==> config.mk <==
export PLATFORM = sky130hd
export DESIGN_NAME = small_set_table_top
export DESIGN_NICKNAME = d
export VERILOG_FILES = /design/src/rtl/sst_pkg.sv /design/src/rtl/small_set_table_top.sv /design/src/rtl/sst_cell.sv
export SDC_FILE = /design/constraint.sdc
export NUM_CORES = 2
export LEC_CHECK = 0
export ABC_AREA = 1
export BUFFER_PORTS_ARGS = -buffer_cell sky130_fd_sc_hd__buf_2
export CORE_ASPECT_RATIO = 1.1
export CORE_MARGIN = 2
export CORE_UTILIZATION = 43
export DETAILED_ROUTE_END_ITERATION = 10
export PLACE_DENSITY_LB_ADDON = 0.12
export SETUP_SLACK_MARGIN = 0.1
export SLEW_MARGIN = 10
export SYNTH_ARGS = -nofsm -noshare
export SYNTH_HDL_FRONTEND = slang
export SYNTH_SLANG_ARGS = --single-unit
export TNS_END_PERCENT = 20
==> constraint.sdc <==
create_clock -name clk -period 5.68 [get_ports clk]
set_input_delay 1.136 -clock clk [delete_from_list [all_inputs] [get_ports clk]]
set_output_delay 1.136 -clock clk [all_outputs]
set_load 0.1 [all_outputs]
==> src/rtl/sst_pkg.sv <==
`timescale 1ns / 1ps
package sst_pkg;

  localparam int CAPACITY_MAX = 32;
  localparam int VALUE_BITS   = 32;
  localparam int CNT_W        = $clog2(CAPACITY_MAX + 1);
  localparam int COUNT_W      = 6;

  localparam logic [1:0] MODE_INSERT = 2'd0;
  localparam logic [1:0] MODE_REMOVE = 2'd1;
  localparam logic [1:0] MODE_TEST   = 2'd2;

  localparam logic [1:0] ST_OK        = 2'd0;
  localparam logic [1:0] ST_FULL      = 2'd1;
  localparam logic [1:0] ST_DUPLICATE = 2'd2;
  localparam logic [1:0] ST_ABSENT    = 2'd3;

  // commands broadcast from the control to every cell
  typedef struct packed {
    logic                  do_insert;
    logic                  do_remove;
    logic [VALUE_BITS-1:0] key;
  } cell_ctl_t;

endpackage

==> src/rtl/small_set_table_top.sv <==
`timescale 1ns / 1ps
// channel | dir | tdata fields (lowest bit first)                | tuser / tlast
// s_*     | in  | mode [1:0], value [33:2], zero pad [39:34]      | none
// m_*     | out | found [0], status [2:1], count [8:3], pad [15:9] | none
//
// each transaction is accepted in idle, then in execute every cell compares
// its entry against the key at once and the row shifts or appends.
// the prefix-or hit chain across the row of cells sets the execute cycle.
// the result sits in an output register, so the next transaction is accepted
// while it waits; execute holds while that register is still full.
// rst (synchronous) empties the set; entry storage itself is not cleared.
module small_set_table_top (
  input  logic        clk,
  input  logic        rst,
  input  logic        s_tvalid,
  output logic        s_tready,
  input  logic [39:0] s_tdata,   // mode, value, pad
  output logic        m_tvalid,
  input  logic        m_tready,
  output logic [15:0] m_tdata    // found, status, count, pad
);
  import sst_pkg::*;

  typedef enum logic [1:0] {
    S_IDLE = 2'b01,
    S_EXEC = 2'b10
  } state_t;

  state_t                state, state_next;
  logic [1:0]            mode_q;
  logic [VALUE_BITS-1:0] key_q;
  logic [CNT_W-1:0]      fill_count, fill_count_next;

  logic                  found_q;
  logic [1:0]            status_q;
  logic [COUNT_W-1:0]    count_q;

  logic [VALUE_BITS-1:0] entry [CAPACITY_MAX];
  logic                  hit   [CAPACITY_MAX+1];
  cell_ctl_t             ctl;

  logic found, full, exec_done, is_insert, is_remove;
  logic [1:0] status;

  assign s_tready = (state == S_IDLE);
  assign m_tdata  = {7'd0, count_q, status_q, found_q};

  // row of cells, hit ripples from the head toward the tail
  assign hit[0] = 1'b0;
  for (genvar i = 0; i < CAPACITY_MAX; i++) begin : g_cell
    logic [VALUE_BITS-1:0] nbr;
    if (i == CAPACITY_MAX - 1) begin : g_last
      assign nbr = entry[i];
    end else begin : g_mid
      assign nbr = entry[i+1];
    end
    sst_cell u_cell (
      .clk       (clk),
      .ctl       (ctl),
      .used      (fill_count > CNT_W'(i)),
      .tail      (fill_count == CNT_W'(i)),
      .hit_in    (hit[i]),
      .nbr_entry (nbr),
      .entry     (entry[i]),
      .hit_out   (hit[i+1])
    );
  end

  assign found     = hit[CAPACITY_MAX];
  assign full      = (fill_count == CNT_W'(CAPACITY_MAX));
  assign is_insert = (mode_q == MODE_INSERT);
  assign is_remove = (mode_q == MODE_REMOVE);
  // execute only once the output register can take the result
  assign exec_done = (state == S_EXEC) && (!m_tvalid || m_tready);

  always_comb begin
    status = ST_OK;
    if (is_insert) begin
      if (full) begin
        status = ST_FULL;
      end else if (found) begin
        status = ST_DUPLICATE;
      end
    end else if (is_remove) begin
      if (!found) begin
        status = ST_ABSENT;
      end
    end
  end

  always_comb begin
    ctl.key       = key_q;
    ctl.do_insert = exec_done && is_insert && (status == ST_OK);
    ctl.do_remove = exec_done && is_remove && (status == ST_OK);
  end

  always_comb begin
    fill_count_next = fill_count;
    if (ctl.do_insert) begin
      fill_count_next = fill_count + CNT_W'(1);
    end else if (ctl.do_remove) begin
      fill_count_next = fill_count - CNT_W'(1);
    end
  end

  always_comb begin
    state_next = state;
    case (state)
      S_IDLE: begin
        if (s_tvalid) state_next = S_EXEC;
      end
      S_EXEC: begin
        if (exec_done) state_next = S_IDLE;
      end
      default: state_next = S_IDLE;
    endcase
  end

  always_ff @(posedge clk) begin
    if (rst) begin
      state      <= S_IDLE;
      fill_count <= '0;
      m_tvalid   <= 1'b0;
    end else begin
      state      <= state_next;
      fill_count <= fill_count_next;
      if (exec_done) begin
        m_tvalid <= 1'b1;
      end else if (m_tready) begin
        m_tvalid <= 1'b0;
      end
    end
  end

  // request and result payload
  always_ff @(posedge clk) begin
    if (s_tvalid && s_tready) begin
      mode_q <= s_tdata[1:0];
      key_q  <= s_tdata[VALUE_BITS+1:2];
    end
    if (exec_done) begin
      found_q  <= found;
      status_q <= status;
      count_q  <= COUNT_W'(fill_count_next);
    end
  end

  a_count_range: assert property (@(posedge clk) disable iff (rst)
    fill_count <= CNT_W'(CAPACITY_MAX))
    else $error("fill count beyond capacity");

  a_count_hold: assert property (@(posedge clk) disable iff (rst)
    !exec_done |=> $stable(fill_count))
    else $error("fill count changed outside execute");

  a_insert_grows: assert property (@(posedge clk) disable iff (rst)
    ctl.do_insert |=> fill_count == $past(fill_count) + CNT_W'(1))
    else $error("insert did not grow the set");

  a_full_count: assert property (@(posedge clk) disable iff (rst)
    m_tvalid && status_q == ST_FULL |-> count_q == COUNT_W'(CAPACITY_MAX))
    else $error("full status with set not full");

  a_exec_result: assert property (@(posedge clk) disable iff (rst)
    exec_done |=> m_tvalid && state == S_IDLE)
    else $error("execute left no result");

endmodule

==> src/rtl/sst_cell.sv <==
`timescale 1ns / 1ps
module sst_cell (
  input  logic                          clk,
  input  sst_pkg::cell_ctl_t            ctl,
  input  logic                          used,
  input  logic                          tail,
  input  logic                          hit_in,
  input  logic [sst_pkg::VALUE_BITS-1:0] nbr_entry,
  output logic [sst_pkg::VALUE_BITS-1:0] entry,
  output logic                          hit_out
);
  import sst_pkg::*;

  logic match;

  assign match   = used && (entry == ctl.key);
  assign hit_out = hit_in | match;

  // on remove, cells at or after the removed entry take the neighbor's value; on insert, the tail takes the key
  always_ff @(posedge clk) begin
    if (ctl.do_remove && hit_out) begin
      entry <= nbr_entry;
    end else if (ctl.do_insert && tail) begin
      entry <= ctl.key;
    end
  end

endmodule

==> out/metrics.cfg <==
[cells_and_area]
final_core_util=0.4929
final_cells=7860
nFillCells=12311
post_route_cells_drive_above_1_share=0.1254
seq_area_um2=32220
syn_to_final_growth_pct=13.49
multi_input_area_um2=22960
nets=6030

[clock_tree]
cts-root-buf=clkbuf_16
clkSinkCount=1076
clk_pin_slew_ps=60
cts-buffers-inserted=120
clock_latency_ps=780
cts_tree=done
clock_path_buffers=3
cts_max_level=3

[global_routing]
grt_usage=0.2642
gr-total-overflow=0
grt_pass1_vias=40613
grt_antenna_before_repair=16
grt_max_degree=65
grt_pass1_wl_um=268100

[critical_path]
max_stage_delay_ps=460
setup.worst_path.class=flop to flop
critPathTopFamily=simple AND/OR/NAND/NOR gates
start_kind=flop
cp_max_fo=64
cp.arrival_ps=5890
cp_data_required_time_ps=6180
cp_num_buf_inv=7
crit_path_top_delay_cell=nor2_1
endpoint_kind=flop

[placed_design]
dp_hpwl_um=133200
gp_routability_congestion=0.8775
io_buffers=48
placed_cells_incl_taps=7625

[synth]
synth_area_leaders=edfxtp_1, nand2_1, o21ai_0
netlist_instances=5951
synth_top_area_share=0.5564
synth_seq_cells=1076
synth_flop_cell=edfxtp_1
ys_seq_area_frac=0.5595
synth_edf_count=1067
yosysWarnings=0
ys_types=50
netlist_area_um2=57590
synth_largest_area_cell=edfxtp_1
syn-mean-instance-area_um2=9.677
async_flop_share=0

[floorplanning]
ios=62
rows=140
die_area_um2=136900
die_w_um=352.9
start_util=0.4343
coreArea_um2=132600
die_height_um=387.8

[timing]
setup_violations=0
hold_viol_final=0
slew_headroom=0.2826
holdWs_ps=537.2
worst_pin_slew_ps=1066
fmax_mhz=185.3
skew_ps=64.44
rsz0062_at_grt=yes
drv_slew=0
period_share=0.9499
period_needed_ps=5395

[route]
first_iter_violations=3813
antenna_left=0
drc_errors=0
via_per_inst=5.441
routed_wl_um=183200
vias=42770
wl_per_cell_um=23.31
firstDrtPassIters=6

[power_and_ir_drop]
total_power_mw=17.85
p_leak_nw=21.13
power_density_nw_per_um2=273.1
ir_drop_v=0.0002654

[hold_path]
hold_class=flop to flop

[outcome]
status=complete, no violations

[flow_run]
maxCapViolations=0

==> cell type report <==
class | instances | share of cell area
sequential | 1076 | 0.4930
multi-input combinational | 4227 | 0.3513
timing repair buffer | 353 | 0.05242
clock buffer | 156 | 0.04801
tap | 1775 | 0.03398
inverter | 204 | 0.01172
clock inverter | 68 | 0.009591
antenna | 1 | 0.00003829
==> repair_timing <==
item / 4_1_cts / 5_1_grt
setup buffers: 0 / 9
gates resized for setup: 0 / 8
hold buffers: 0 / 0
setup endpoints to repair: 0 / 1018
==> worst min-delay path, delay by kind of cell, from the launching register on <==
family / cells / cell delay (ps)
buffers and inverters: 1 / 60
DFF: 1 / 320
AOI/OAI and AO/OA: 1 / 60
and+or+nand+nor: 1 / 60
==> cell families (layout without fill, tap and decap cells) <==
kind of cell,after synthesis,after routing,synth area share
AO/OA/AOI/OAI,1114,1115,0.09925
XOR/XNOR,759,759,0.1154
adder cells (fa/ha/maj),4,4,0.0008691
buffers and inverters,655,781,0.04986
flip-flops,1076,1076,0.5595
other,1,8,0.00006512
AND/OR/NAND/NOR,2342,2342,0.1750
==> per-layer routing <==
layer / up-vias / track usage / wire length [um]
li1: 20303 / - / -
met1: 21006 / 0.3395 / 75920
met2: 1184 / 0.4592 / 90740
met3: 275 / 0.03369 / 10290
met4: 2 / 0.08951 / 6266
met5: - / 0 / 14
==> final timing paths <==
path | start | end | slack, ps | cells past startpoint
max | fill_count[3] | g_cell[21].u_cell.entry[6] | 280 | 28
max reg2reg | fill_count[3] | g_cell[21].u_cell.entry[6] | 280 | 28
min reg2reg | state[0] | m_tvalid | 540 | 3
min | state[0] | m_tvalid | 540 | 3
==> sequential cells by signal, indices dropped and copies added (netlist names) <==
signal and cells:
state 2, fill_count 6, mode_q 2, status_q 2, count_q 6, m_tvalid 1
key_q 32, found_q 1, g_cell.u_cell.entry 1024
==> synthesized netlist by cell type, types with 2 or more instances <==
cell and count:
a2111oi_0 5, a211o_1 3, a211oi_1 3, a21oi_1 13, a21oi_2 4, a221o_1 2
a221oi_1 3, and3_1 4, buf_1 22, buf_2 101, buf_4 27, buf_6 23
clkbuf_1 276, clkinv_1 2, dfxtp_1 9, edfxtp_1 1067, ha_1 4, inv_1 186
inv_2 16, nand2_1 1560, nand3_1 131, nand3b_1 3, nand4_1 118, nand4_2 2
nand4_4 2, nor2_1 209, nor2_2 40, nor3_1 41, nor3b_1 4, nor4_1 82
nor4b_1 3, o2111ai_1 8, o21ai_0 964, o21ai_1 88, o21bai_1 7, o22ai_1 13
or2_1 3, or2_2 129, or3_1 4, or4_1 3, xnor2_1 518, xor2_1 241
==> report_power, final <==
group / internal [mW] / total, mW / switching, mW
clock: 4.30 / 7.63 / 3.34
combinational: 0.475 / 1.42 / 0.949
sequential: 8.77 / 8.80 / 0.0305
==> per-stage QoR <==
step	setup WS (ps)	TNS (ps)	cell area [um^2]
2_1_floorplan	-228.7	-59720	57620
6_report	284.8	0	65360
5_1_grt	53.72	0	65360
3_3_place_gp	325.9	0	61480
4_1_cts	182.5	0	65250
3_5_place_dp	222.2	0	61480
==> cells in the final DEF, fill, tap and decap left out, types with 118 or more instances in the layout <==
cell / netlist / routed
buf_4: 27 / 232
clkbuf_16: 0 / 120
edfxtp_1: 1067 / 1067
inv_1: 186 / 169
nand2_1: 1560 / 1559
nand3_1: 131 / 131
nand4_1: 118 / 118
nor2_1: 209 / 209
o21ai_0: 964 / 950
or2_2: 129 / 129
xnor2_1: 518 / 518
xor2_1: 241 / 241
Power figures use the tool's default switching activity.
